$ cat src/rtl/humidity_temp_frame_checker_top_assert.svh
// Assertion macros shared by the frame checker modules.
// Needs a signal named clock and an active-high reset named reset in scope.
`ifndef HUMIDITY_TEMP_FRAME_CHECKER_TOP_ASSERT_SVH
`define HUMIDITY_TEMP_FRAME_CHECKER_TOP_ASSERT_SVH

// Consequent must hold in the same cycle as the antecedent.
`define HTFC_ASSERT_SAME(label, ante, cons) \
   label: assert property (@(posedge clock) disable iff (reset) (ante) |-> (cons)) \
      else $error("frame checker assertion failed");

// Consequent must hold in the cycle after the antecedent.
`define HTFC_ASSERT_NEXT(label, ante, cons) \
   label: assert property (@(posedge clock) disable iff (reset) (ante) |=> (cons)) \
      else $error("frame checker assertion failed");

`endif

$ cat src/rtl/htfc_pkg.sv
// Shared types, constants and functions of the humidity/temperature frame checker.
// Depends on nothing; used by all RTL modules of the block.
package htfc_pkg;

   localparam logic [7:0] CRC_POLY = 8'h31;
   localparam logic [7:0] CRC_INIT = 8'hFF;

   localparam logic [2:0] COUNT_MAX = 3'd7;
   localparam logic [2:0] FRAME_LEN = 3'd6;

   // Byte positions within a readout frame.
   localparam logic [2:0] POS_TEMP_HI  = 3'd0;
   localparam logic [2:0] POS_TEMP_LO  = 3'd1;
   localparam logic [2:0] POS_TEMP_CRC = 3'd2;
   localparam logic [2:0] POS_HUM_HI   = 3'd3;
   localparam logic [2:0] POS_HUM_LO   = 3'd4;
   localparam logic [2:0] POS_HUM_CRC  = 3'd5;

   // Conversion scales and offsets; every product stays below 2**31.
   localparam logic [30:0] SCALE_C  = 31'd17500;
   localparam logic [30:0] SCALE_F  = 31'd31500;
   localparam logic [29:0] SCALE_H  = 30'd10000;
   localparam logic [14:0] OFFSET_C = 15'd4500;
   localparam logic [15:0] OFFSET_F = 16'd4900;

   typedef enum logic [1:0] {
      ERR_NONE     = 2'd0,
      ERR_LENGTH   = 2'd1,
      ERR_TEMP_CRC = 2'd2,
      ERR_HUM_CRC  = 2'd3
   } err_kind_type;

   typedef struct packed {
      logic [15:0]  raw_temperature;
      logic [15:0]  raw_humidity;
      err_kind_type error_kind;
   } frame_rec_type;

   typedef struct packed {
      logic [15:0]        raw_temperature;
      logic [15:0]        raw_humidity;
      logic               frame_error;
      err_kind_type       error_kind;
      logic signed [14:0] temp_centi_c;
      logic signed [15:0] temp_centi_f;
      logic [13:0]        humidity_fraction;
   } result_type;

   // One byte through the CRC-8 register, MSB first.
   function automatic logic [7:0] crc8_byte(input logic [7:0] crc, input logic [7:0] data);
      logic [7:0] c;
      c = crc ^ data;
      for (int i = 0; i < 8; i++) begin
         if (c[7]) begin
            c = {c[6:0], 1'b0} ^ CRC_POLY;
         end else begin
            c = {c[6:0], 1'b0};
         end
      end
      return c;
   endfunction

   // floor(n / 65535) for n below 2**31. With n = a*2**16 + b we have
   // n = a*65535 + (a + b), and a + b stays below twice 65535.
   function automatic logic [15:0] div_full_scale(input logic [30:0] n);
      logic [14:0] a;
      logic [15:0] b;
      logic [16:0] s;
      a = n[30:16];
      b = n[15:0];
      s = {2'b00, a} + {1'b0, b};
      return {1'b0, a} + ((s >= 17'd65535) ? 16'd1 : 16'd0);
   endfunction

endpackage

$ cat src/rtl/humidity_temp_frame_checker_top.sv
// Top level of the humidity/temperature readout frame checker.
// Depends on htfc_pkg, htfc_frame and htfc_convert.
//
// Takes one frame byte per word on the req channel, every cycle if offered while req_tready is high, and
// gives one result word on the rsp channel for each byte marked tlast. A frame is
// temperature word, its CRC-8 (polynomial 0x31, start 0xFF), humidity word, its
// CRC-8; any other length or a bad CRC is flagged in tuser and zeroes the raw words.
// After the edge that takes the last byte, the frame record register, the conversion
// product register and the result register load in that order; rsp_tvalid rises with the
// result register, and back-pressure on the rsp side can hold a frame in any of them.
// The rsp side has its own output register, so bytes keep flowing while a result
// waits; req_tready only falls when all three registers hold unclaimed data.
module humidity_temp_frame_checker_top (
   input  logic        clock,
   input  logic        reset,
   input  logic        req_tvalid,
   output logic        req_tready,
   input  logic [7:0]  req_tdata,   // [7:0] rx_byte
   input  logic        req_tlast,   // byte_last
   output logic        rsp_tvalid,
   input  logic        rsp_tready,
   output logic [79:0] rsp_tdata,   // [15:0] raw_temperature, [31:16] raw_humidity,
                                    // [46:32] temp_centi_c, [62:47] temp_centi_f,
                                    // [76:63] humidity_fraction, [79:77] zero
   output logic [2:0]  rsp_tuser    // [0] frame_error, [2:1] error_kind
);

   logic                    rec_valid;
   logic                    rec_ready;
   htfc_pkg::frame_rec_type rec;
   htfc_pkg::result_type    result;

   htfc_frame u_frame (
      .clock      (clock),
      .reset      (reset),
      .req_tvalid (req_tvalid),
      .req_tready (req_tready),
      .rx_byte    (req_tdata),
      .byte_last  (req_tlast),
      .rec_valid  (rec_valid),
      .rec_ready  (rec_ready),
      .rec        (rec)
   );

   htfc_convert u_convert (
      .clock      (clock),
      .reset      (reset),
      .rec_valid  (rec_valid),
      .rec_ready  (rec_ready),
      .rec        (rec),
      .rsp_tvalid (rsp_tvalid),
      .rsp_tready (rsp_tready),
      .result     (result)
   );

   assign rsp_tdata = {3'b000,
                       result.humidity_fraction,
                       result.temp_centi_f,
                       result.temp_centi_c,
                       result.raw_humidity,
                       result.raw_temperature};
   assign rsp_tuser = {result.error_kind, result.frame_error};

endmodule

$ cat src/rtl/htfc_frame.sv
// Frame assembler: running CRC, byte count and word capture, and the frame record register.
// Depends on htfc_pkg and the assertion macro header.
`include "humidity_temp_frame_checker_top_assert.svh"

module htfc_frame (
   input  logic                   clock,
   input  logic                   reset,
   input  logic                   req_tvalid,
   output logic                   req_tready,
   input  logic [7:0]             rx_byte,
   input  logic                   byte_last,
   output logic                   rec_valid,
   input  logic                   rec_ready,
   output htfc_pkg::frame_rec_type rec
);

   logic [2:0]  count_ff, count_in, count_upd;
   logic [7:0]  crc_ff, crc_in, crc_upd;
   logic [15:0] tword_ff, tword_in, tword_upd;
   logic [15:0] hword_ff, hword_in, hword_upd;
   logic        tok_ff, tok_in, tok_upd;
   logic        hok_ff, hok_in, hok_upd;
   logic        rec_valid_ff, rec_valid_in;
   htfc_pkg::frame_rec_type rec_ff, rec_in;
   htfc_pkg::err_kind_type  kind;
   logic        accept;
   logic        accept_last;

   assign req_tready  = !rec_valid_ff || rec_ready;
   assign accept      = req_tvalid && req_tready;
   assign accept_last = accept && byte_last;

   always_comb begin
      tword_upd = tword_ff;
      hword_upd = hword_ff;
      tok_upd   = tok_ff;
      hok_upd   = hok_ff;
      crc_upd   = crc_ff;
      unique case (count_ff)
         htfc_pkg::POS_TEMP_HI: begin
            tword_upd = {rx_byte, 8'h00};
            crc_upd   = htfc_pkg::crc8_byte(crc_ff, rx_byte);
         end
         htfc_pkg::POS_TEMP_LO: begin
            tword_upd = {tword_ff[15:8], rx_byte};
            crc_upd   = htfc_pkg::crc8_byte(crc_ff, rx_byte);
         end
         htfc_pkg::POS_TEMP_CRC: begin
            tok_upd = (crc_ff == rx_byte);
            crc_upd = htfc_pkg::CRC_INIT;
         end
         htfc_pkg::POS_HUM_HI: begin
            hword_upd = {rx_byte, 8'h00};
            crc_upd   = htfc_pkg::crc8_byte(crc_ff, rx_byte);
         end
         htfc_pkg::POS_HUM_LO: begin
            hword_upd = {hword_ff[15:8], rx_byte};
            crc_upd   = htfc_pkg::crc8_byte(crc_ff, rx_byte);
         end
         htfc_pkg::POS_HUM_CRC: begin
            hok_upd = (crc_ff == rx_byte);
            crc_upd = htfc_pkg::CRC_INIT;
         end
         default: begin
            // Bytes past the sixth are only counted.
         end
      endcase
      count_upd = (count_ff < htfc_pkg::COUNT_MAX) ? count_ff + 3'd1 : count_ff;

      priority if (count_upd != htfc_pkg::FRAME_LEN) begin
         kind = htfc_pkg::ERR_LENGTH;
      end else if (!tok_upd) begin
         kind = htfc_pkg::ERR_TEMP_CRC;
      end else if (!hok_upd) begin
         kind = htfc_pkg::ERR_HUM_CRC;
      end else begin
         kind = htfc_pkg::ERR_NONE;
      end

      rec_in.error_kind      = kind;
      rec_in.raw_temperature = (kind == htfc_pkg::ERR_NONE) ? tword_upd : 16'd0;
      rec_in.raw_humidity    = (kind == htfc_pkg::ERR_NONE) ? hword_upd : 16'd0;

      count_in = count_ff;
      crc_in   = crc_ff;
      tword_in = tword_ff;
      hword_in = hword_ff;
      tok_in   = tok_ff;
      hok_in   = hok_ff;
      if (accept_last) begin
         count_in = 3'd0;
         crc_in   = htfc_pkg::CRC_INIT;
         tword_in = 16'd0;
         hword_in = 16'd0;
         tok_in   = 1'b0;
         hok_in   = 1'b0;
      end else if (accept) begin
         count_in = count_upd;
         crc_in   = crc_upd;
         tword_in = tword_upd;
         hword_in = hword_upd;
         tok_in   = tok_upd;
         hok_in   = hok_upd;
      end

      rec_valid_in = accept_last || (rec_valid_ff && !rec_ready);
   end

   always_ff @(posedge clock) begin
      if (reset) begin
         count_ff     <= 3'd0;
         crc_ff       <= htfc_pkg::CRC_INIT;
         tword_ff     <= 16'd0;
         hword_ff     <= 16'd0;
         tok_ff       <= 1'b0;
         hok_ff       <= 1'b0;
         rec_valid_ff <= 1'b0;
      end else begin
         count_ff     <= count_in;
         crc_ff       <= crc_in;
         tword_ff     <= tword_in;
         hword_ff     <= hword_in;
         tok_ff       <= tok_in;
         hok_ff       <= hok_in;
         rec_valid_ff <= rec_valid_in;
      end
   end

   always_ff @(posedge clock) begin
      if (accept_last) begin
         rec_ff <= rec_in;
      end
   end

   assign rec_valid = rec_valid_ff;
   assign rec       = rec_ff;

   `HTFC_ASSERT_NEXT(a_clear_after_last, accept_last,
                     count_ff == 3'd0 && crc_ff == htfc_pkg::CRC_INIT)
   `HTFC_ASSERT_SAME(a_good_needs_six, accept_last && kind == htfc_pkg::ERR_NONE,
                     count_ff == htfc_pkg::POS_HUM_CRC)
   `HTFC_ASSERT_NEXT(a_rec_held, rec_valid_ff && !rec_ready,
                     rec_valid_ff && $stable(rec_ff))
   `HTFC_ASSERT_SAME(a_error_zeroes_words,
                     rec_valid_ff && rec_ff.error_kind != htfc_pkg::ERR_NONE,
                     rec_ff.raw_temperature == 16'd0 && rec_ff.raw_humidity == 16'd0)

endmodule

$ cat src/rtl/htfc_convert.sv
// Fixed-point conversion: product register, then division by full scale into the result register.
// Depends on htfc_pkg and the assertion macro header.
`include "humidity_temp_frame_checker_top_assert.svh"

module htfc_convert (
   input  logic                    clock,
   input  logic                    reset,
   input  logic                    rec_valid,
   output logic                    rec_ready,
   input  htfc_pkg::frame_rec_type rec,
   output logic                    rsp_tvalid,
   input  logic                    rsp_tready,
   output htfc_pkg::result_type    result
);

   logic                    prod_valid_ff, prod_valid_in;
   htfc_pkg::frame_rec_type prod_rec_ff;
   logic [30:0]             prod_c_ff, prod_f_ff;
   logic [29:0]             prod_h_ff;
   logic                    out_valid_ff, out_valid_in;
   htfc_pkg::result_type    out_ff, out_in;
   logic                    out_load;
   logic                    prod_load;
   logic [15:0]             q_c, q_f, q_h;

   assign out_load  = prod_valid_ff && (!out_valid_ff || rsp_tready);
   assign rec_ready = !prod_valid_ff || out_load;
   assign prod_load = rec_valid && rec_ready;

   assign prod_valid_in = prod_load || (prod_valid_ff && !out_load);
   assign out_valid_in  = out_load || (out_valid_ff && !rsp_tready);

   always_comb begin
      q_c = htfc_pkg::div_full_scale(prod_c_ff);
      q_f = htfc_pkg::div_full_scale(prod_f_ff);
      q_h = htfc_pkg::div_full_scale({1'b0, prod_h_ff});
      out_in.raw_temperature   = prod_rec_ff.raw_temperature;
      out_in.raw_humidity      = prod_rec_ff.raw_humidity;
      out_in.frame_error       = (prod_rec_ff.error_kind != htfc_pkg::ERR_NONE);
      out_in.error_kind        = prod_rec_ff.error_kind;
      out_in.temp_centi_c      = signed'(q_c[14:0] - htfc_pkg::OFFSET_C);
      out_in.temp_centi_f      = signed'(q_f - htfc_pkg::OFFSET_F);
      out_in.humidity_fraction = q_h[13:0];
   end

   always_ff @(posedge clock) begin
      if (reset) begin
         prod_valid_ff <= 1'b0;
         out_valid_ff  <= 1'b0;
      end else begin
         prod_valid_ff <= prod_valid_in;
         out_valid_ff  <= out_valid_in;
      end
   end

   always_ff @(posedge clock) begin
      if (prod_load) begin
         prod_rec_ff <= rec;
         prod_c_ff   <= 31'(rec.raw_temperature) * htfc_pkg::SCALE_C;
         prod_f_ff   <= 31'(rec.raw_temperature) * htfc_pkg::SCALE_F;
         prod_h_ff   <= 30'(rec.raw_humidity) * htfc_pkg::SCALE_H;
      end
      if (out_load) begin
         out_ff <= out_in;
      end
   end

   assign rsp_tvalid = out_valid_ff;
   assign result     = out_ff;

   `HTFC_ASSERT_NEXT(a_out_held, out_valid_ff && !rsp_tready,
                     out_valid_ff && $stable(out_ff))
   `HTFC_ASSERT_NEXT(a_prod_kept, prod_valid_ff && !out_load, prod_valid_ff)
   `HTFC_ASSERT_SAME(a_error_floor, out_valid_ff && out_ff.frame_error,
                     out_ff.temp_centi_c == -15'sd4500 &&
                     out_ff.humidity_fraction == 14'd0)

endmodule

$ cat config.mk
export PLATFORM = sky130hd
export DESIGN_NAME = humidity_temp_frame_checker_top
export DESIGN_NICKNAME = d
export VERILOG_FILES = /design/src/rtl/htfc_pkg.sv /design/src/rtl/humidity_temp_frame_checker_top.sv /design/src/rtl/htfc_frame.sv /design/src/rtl/htfc_convert.sv
export VERILOG_INCLUDE_DIRS = /design/src /design/src/rtl
export SDC_FILE = /design/constraint.sdc
export NUM_CORES = 1
export LEC_CHECK = 0
export BUFFER_PORTS_ARGS = -buffer_cell sky130_fd_sc_hd__buf_2
export CORE_MARGIN = 10
export CORE_UTILIZATION = 40
export CTS_BUF_LIST = sky130_fd_sc_hd__clkbuf_8
export DETAILED_ROUTE_END_ITERATION = 10
export PLACE_DENSITY = 0.65
export SLEW_MARGIN = 5
export SYNTH_ARGS = -nofsm -noshare
export SYNTH_HDL_FRONTEND = slang
export SYNTH_SLANG_ARGS = --single-unit
$ cat constraint.sdc
create_clock -name clock -period 15.9 [get_ports clock]
set_input_delay 1.59 -clock clock [delete_from_list [all_inputs] [get_ports clock]]
set_output_delay 1.59 -clock clock [all_outputs]
set_load 0.005 [all_outputs]
# Yosys cells after proc, flatten, opt, wreduce, memory -nomap -nowiden
# Cells that the tools add are included.
# Widths: inputs -> output; s select.
classes:
  n_addsub: 9
  multipliers: 3
  n_div: 0
  magnitude_cmp: 4
  n_eq_ne: 7
  shift: 0
  muxes: 69
  bitwise_logic: 30
  reduce_logical: 26
ops:
  columns: ["op", "count"]
  rows:
  - ["$mux 8", 28]
  - ["$mux 6", 29]
  - ["$not 3->3", 29]
  - ["$pmux 16 s2", 2]
  - ["$mul 16x13->29 const B", 2]
  - ["$ge 17x16->1 const B", 3]
  - ["$pmux 8 s5", 1]
  - ["$add 15x16->17", 2]
  - ["$mul 16x10->26 const B", 1]
  - ["$add 14x16->17", 1]
  - ["$add 15x16->16", 1]
  - ["$sub 16x13->16 const B", 1]
  - ["$add 15x15->15", 1]
  - ["$sub 15x13->15 const B", 1]
  - ["$add 14x14->14", 1]
  - ["$eq 8x8->1", 1]
  - ["$xor 8x8->8", 1]
  - ["$logic_and 1x1->1", 7]
  - ["$eq 3x2->1 const B", 2]
  - ["$eq 3x3->1 const B", 2]
  - ["$logic_not 1->1", 6]
  - ["$logic_or 1x1->1", 6]
  - ["$mux 2", 3]
  - ["$mux 1", 5]
  - ["other kinds (11)", 12]
word_totals:
  ff_bits: 280
  latch_bits: 0
  ram_bits: 0
  rom_bits: 0
  memories: 0

# Logic depth before layout (Yosys ltp)
logic_depth:
  depth_word: 25
  ltp_mapped: 20

# Cells and area by module
# From an unflattened synthesis, not the netlist that was laid out.
unflattened:
  hier_cells: 1906
  hier_area_um2: 21247.9
by_module_without_submodules:
  columns: ["mod", "n_inst", "cells_each", "area_each_um2", "seq_area_each_um2"]
  rows:
  - ["htfc_convert", 1, 1550, 17653.2, 5775.5]
  - ["htfc_frame", 1, 352, 3568.4, 1941.9]
  - ["humidity_temp_frame_checker_top", 1, 4, 26.3, 0.0]

# Worst setup path after synthesis
# No wires, ideal clock.
synth_path:
  path_kind: "in2reg"
  startpoint: "input rsp_tready"
  endpoint: "register u_convert.prod_rec_ff, in the netlist u_convert.out_in[45] (enable)"
  setup_time_ns: 0.751
  t_arrival_ns: 9.703
  path_slack_ns: 5.446
  cell_stages: 2
  path_buffers: 0
  path_cell_list: "nor2b_1 -> a21boi_0"
synth_via:
  elab_chain_len: 4
synth_lines:
  columns: ["item", "line", "rtl"]
  rows:
  - ["start: declaration", "humidity_temp_frame_checker_top.sv:21", "input logic rsp_tready,"]
  - ["$logic_or 1x1->1", "htfc_convert.sv:26", "assign out_load = prod_valid_ff && (!out_valid_ff || rsp_tready);"]
  - ["$logic_and 1x1->1", "htfc_convert.sv:26", null]
  - ["$logic_or 1x1->1", "htfc_convert.sv:27", "assign rec_ready = !prod_valid_ff || out_load;"]
  - ["$logic_and 1x1->1", "htfc_convert.sv:28", "assign prod_load = rec_valid && rec_ready;"]
  - ["net u_convert.prod_load", "htfc_convert.sv:23", "logic prod_load;"]
  - ["end signal: assignment", "htfc_convert.sv:58", "prod_rec_ff <= rec;"]
  - ["end: declaration", "htfc_convert.sv:17", "htfc_pkg::frame_rec_type prod_rec_ff;"]
# The timed path passes the listed nets, and every way through them passes these cells.
# A chain may end at the register's enable or synchronous reset.

# Worst setup path in the final report
layout_path:
  startpoint: "register u_frame.rec_ff, in the netlist u_frame.rec[22]"
  endpoint: "register u_convert.prod_f_ff[29], data pin"
layout_via:
  elab_chain_len: 1
layout_lines:
  columns: ["item", "line", "rtl"]
  rows:
  - ["start: declaration", "htfc_frame.sv:24", "htfc_pkg::frame_rec_type rec_ff, rec_in;"]
  - ["start signal: assignment", "htfc_frame.sv:131", "rec_ff <= rec_in;"]
  - ["$mul 16x13->29", "htfc_convert.sv:60", "prod_f_ff <= 31'(rec.raw_temperature) * htfc_pkg::SCALE_F;"]
  - ["end signal: assignment", "htfc_convert.sv:60", null]
  - ["end: declaration", "htfc_convert.sv:18", "logic [30:0] prod_c_ff, prod_f_ff;"]
# No other way between the ends.

==> impl_results.md <==
* Clock Tree Buf Depth at 3
* Worst-Skew Late Latency at 0.63 ns
* Slowest stage delay, CP at 0.73 ns
* Top Family by Delay on Critical Path: adder cells
* Post-synthesis mux area share at 0.575%
* Hold Vio Cnt, Final at 0
* Filler Cells Inserted at 4,892
* PortBufs at 94
* Ports at 98
* Crit path buf inv count at 4
* Die area at 63,000 µm²
* Die height at 251 µm
* Status: completed
* Root buffer cell: clkbuf_8
* HP Class: reg -> reg
* Detail Placement HPWL at 35,000 µm
* Post-synthesis simple-gate area fraction at 7.96%
* Main synth FF type: edfxtp_1
* Wire per inst at 16.5 µm
* Max VDD drop at 0.0000896 V
* H-tree levels at 2
* Via/cell ratio at 5.13
* Synth Instances at 1,912
* Synthesis-to-layout area growth at 10.3%
* Most common cell in the netlist: inv_1
* Final Slew Violations at 0
* Mean Syn Cell Area at 11.2 µm²
* Synth Cell Area at 21,300 µm²
* Design area at 23,500 µm²
* PD cells at 116 nW/µm²
* Largest net degree at the start of global routing at 61
* Post CTS Setup Buffer Count at 0
* Setup CP Type: reg -> reg
* Critical Path Source Type: register
* 1st-pass router iterations at 5
* Post-Synth Adder-Cell Area at 32.6%
* Clock skew at 0.0308 ns
* Slew margin rel. at 25.5%
* Yosys reg bits at 273
* Post-cts hold buffer count at 0
* Initial antenna violation count at 1
* Fmax at 168 MHz
* GRT Util Overall at 14.5%
* Final period utilization at 37.4%
* Multi-input logic area at 12,300 µm²
* Clk slew on worst S/H paths at 0.07 ns
* Worst r2r dst: u_convert.prod_f_ff[29]
* Most frequent CP cell: fa_1
* Cts bufs inserted at 48
* Starting Density at 40.5%
* End of the critical path: u_convert.prod_f_ff[29]
* Worst R2R Start: u_frame.rec[22]
* MaxCap Viol Count at 0
* Top post-synthesis cells by area: edfxtp_1 (32%), ha_1 (18%), fa_1 (15%)
* Max FO, Critical Path at 11
* Setup TNS at 0 ns
* Reg2reg path depth at 18
* Net count, final at 2,505
* Vias in the first global route at 14,421
* Sink Count at 273
* Unrepaired setup endpoints after global routing: no
* Worst R2R Setup Slack at 9.96 ns
* Crit. Startpoint: u_frame.rec[22]
* Seq/Total Area, Yosys at 36.2%
* GPL Wtd Cong at 0.837
* Seq. cell area at 7720 µm²
* CP Capture Type: register
* Dominant cell type by area after synthesis: edfxtp_1
* Dpl cell area at 22,600 µm²
* Overall via count from detail_route at 14,167
* Complex-gate fraction of the synthesized area at 10.8%
* Yosys warning count at 0
* Slowest cell on crit path: edfxtp_1
* Worst-Margin Slew at 1.12 ns
* Total Wirelength at 45,400 µm
* Final Critical Period at 5.94 ns
* Die Wd at 251 µm
* Core area at 52,700 µm²
* TritonCTS clock tree: yes
* Post-cts repair resize count at 0
* Commonest cells in the netlist: inv_1 (316), ha_1 (305), edfxtp_1 (225), fa_1 (157), nor2_1 (112)
* CP arrival at 6.29 ns
* DRC Markers at 0
* Async set-reset flop share out of synthesis at 0%
* Final Setup Violations at 0
* Area share of the largest cell type after synthesis at 31.7%
* Worst Hold Path Cells at 0
* Share of cells above drive strength 1 at 9.61%
* First-pass GRT wire length at 74,700 µm
* Core Rows at 84
* WP data required at 16.25 ns
* GR Overflow Total at 0
* Starting DRT DRC Count at 936
* Levels on crit path at 18
* CP Cell Sequence: inv_1 > fa_1 > inv_1 > fa_1 > inv_1 > fa_1 > fa_1 > fa_1 > inv_1 > ha_1 > a21o_1 > a31o_2 > nor4_1 > nor2_1 > o211ai_1 > nand3b_1 > a311oi_1 > xnor2_1
* Count of cell types in the netlist at 76
* Largest family of logic cells by synthesized area: adder cells
* Xor/xnor share of the synthesized area at 5.58%
* Antenna Nets Post-Route at 0
* Lkg Pwr at 0.0107 µW
* Post-synth EDFFs at 225
==> through the flow <==
step | utilization (%) | setup WS (ns) | hold WS (ns) | cells | power, µW
floorplan | - | 5.45 | 0.400 | 1914 | 1830
global placement | 42.9 | 10.17 | 0.400 | 2668 | 2060
detailed placement | 42.9 | 9.93 | 0.405 | 2668 | 2080
CTS | 44.7 | 9.92 | 0.407 | 2758 | 2760
global route | 44.7 | 9.56 | 0.419 | 2759 | 2950
finish | 44.7 | 9.96 | 0.409 | 2759 | 2720
==> flip-flops by register name, indices dropped and copies added, names as in the netlist, 8 cells and up <==
register / flops
u_frame.tword_ff: 16
u_frame.crc_ff: 8
u_frame.rec: 34
u_convert.prod_h_ff: 22
u_convert.prod_f_ff: 27
u_convert.result: 80
u_convert.prod_c_ff: 28
u_frame.hword_ff: 16
u_convert.out_in: 34
==> layout by cell type (no fill, tap or decap), types with 16 or more instances in the layout <==
cell type / Yosys / final
a21o_1: 47 / 47
a21oi_1: 89 / 89
a22oi_1: 40 / 40
and3_1: 16 / 16
buf_2: 9 / 94
clkbuf_8: 0 / 50
dfxtp_1: 48 / 48
edfxtp_1: 225 / 225
fa_1: 157 / 157
ha_1: 305 / 305
inv_1: 316 / 327
nand2_1: 64 / 64
nand3_1: 35 / 35
nor2_1: 112 / 112
nor3_1: 34 / 34
o21ai_0: 43 / 43
xnor2_1: 83 / 83
xor2_1: 41 / 41
==> worst min-delay path by stage <==
stage                          from                   end  slack (ns)
3_5_place_dp   u_convert.out_in[55]  u_convert.result[55]        0.40
6_report       u_convert.out_in[55]  u_convert.result[55]        0.41
2_1_floorplan        u_frame.rec[0]  u_convert.out_in[45]        0.40
5_1_grt        u_convert.out_in[78]  u_convert.result[78]        0.42
3_3_place_gp   u_convert.out_in[63]  u_convert.result[63]        0.40
4_1_cts        u_convert.out_in[55]  u_convert.result[55]        0.41
==> layout make-up <==
cell class / instances / share of cell area (%)
antenna: 1 / 0.0106
clock buffer: 50 / 2.92
clock inverter: 40 / 1.17
inverter: 316 / 5.04
multi-input combinational: 1293 / 52.3
sequential: 273 / 32.8
tap: 688 / 3.66
timing repair buffer: 98 / 2.13
==> report_power, final <==
part	switching, µW	internal [µW]
registers	52.0	879
clock network	310	345
logic	633	501
==> logic make-up after synthesis <==
kind of cell | Yosys count
fa+ha+maj | 462
buf+inv | 348
simple gates | 346
compound gates | 341
flops | 273
xor+xnor | 129
mux | 12
other cells | 1
==> routing by layer <==
metal / vias up / global-route usage (%) / wire, µm
met5: - / 0 / 0
met4: 0 / 3.53 / 836
met3: 53 / 2.72 / 2170
met2: 259 / 24.2 / 21500
met1: 6943 / 19.1 / 20900
li1: 6912 / - / -
Power figures use the tool's default switching activity.
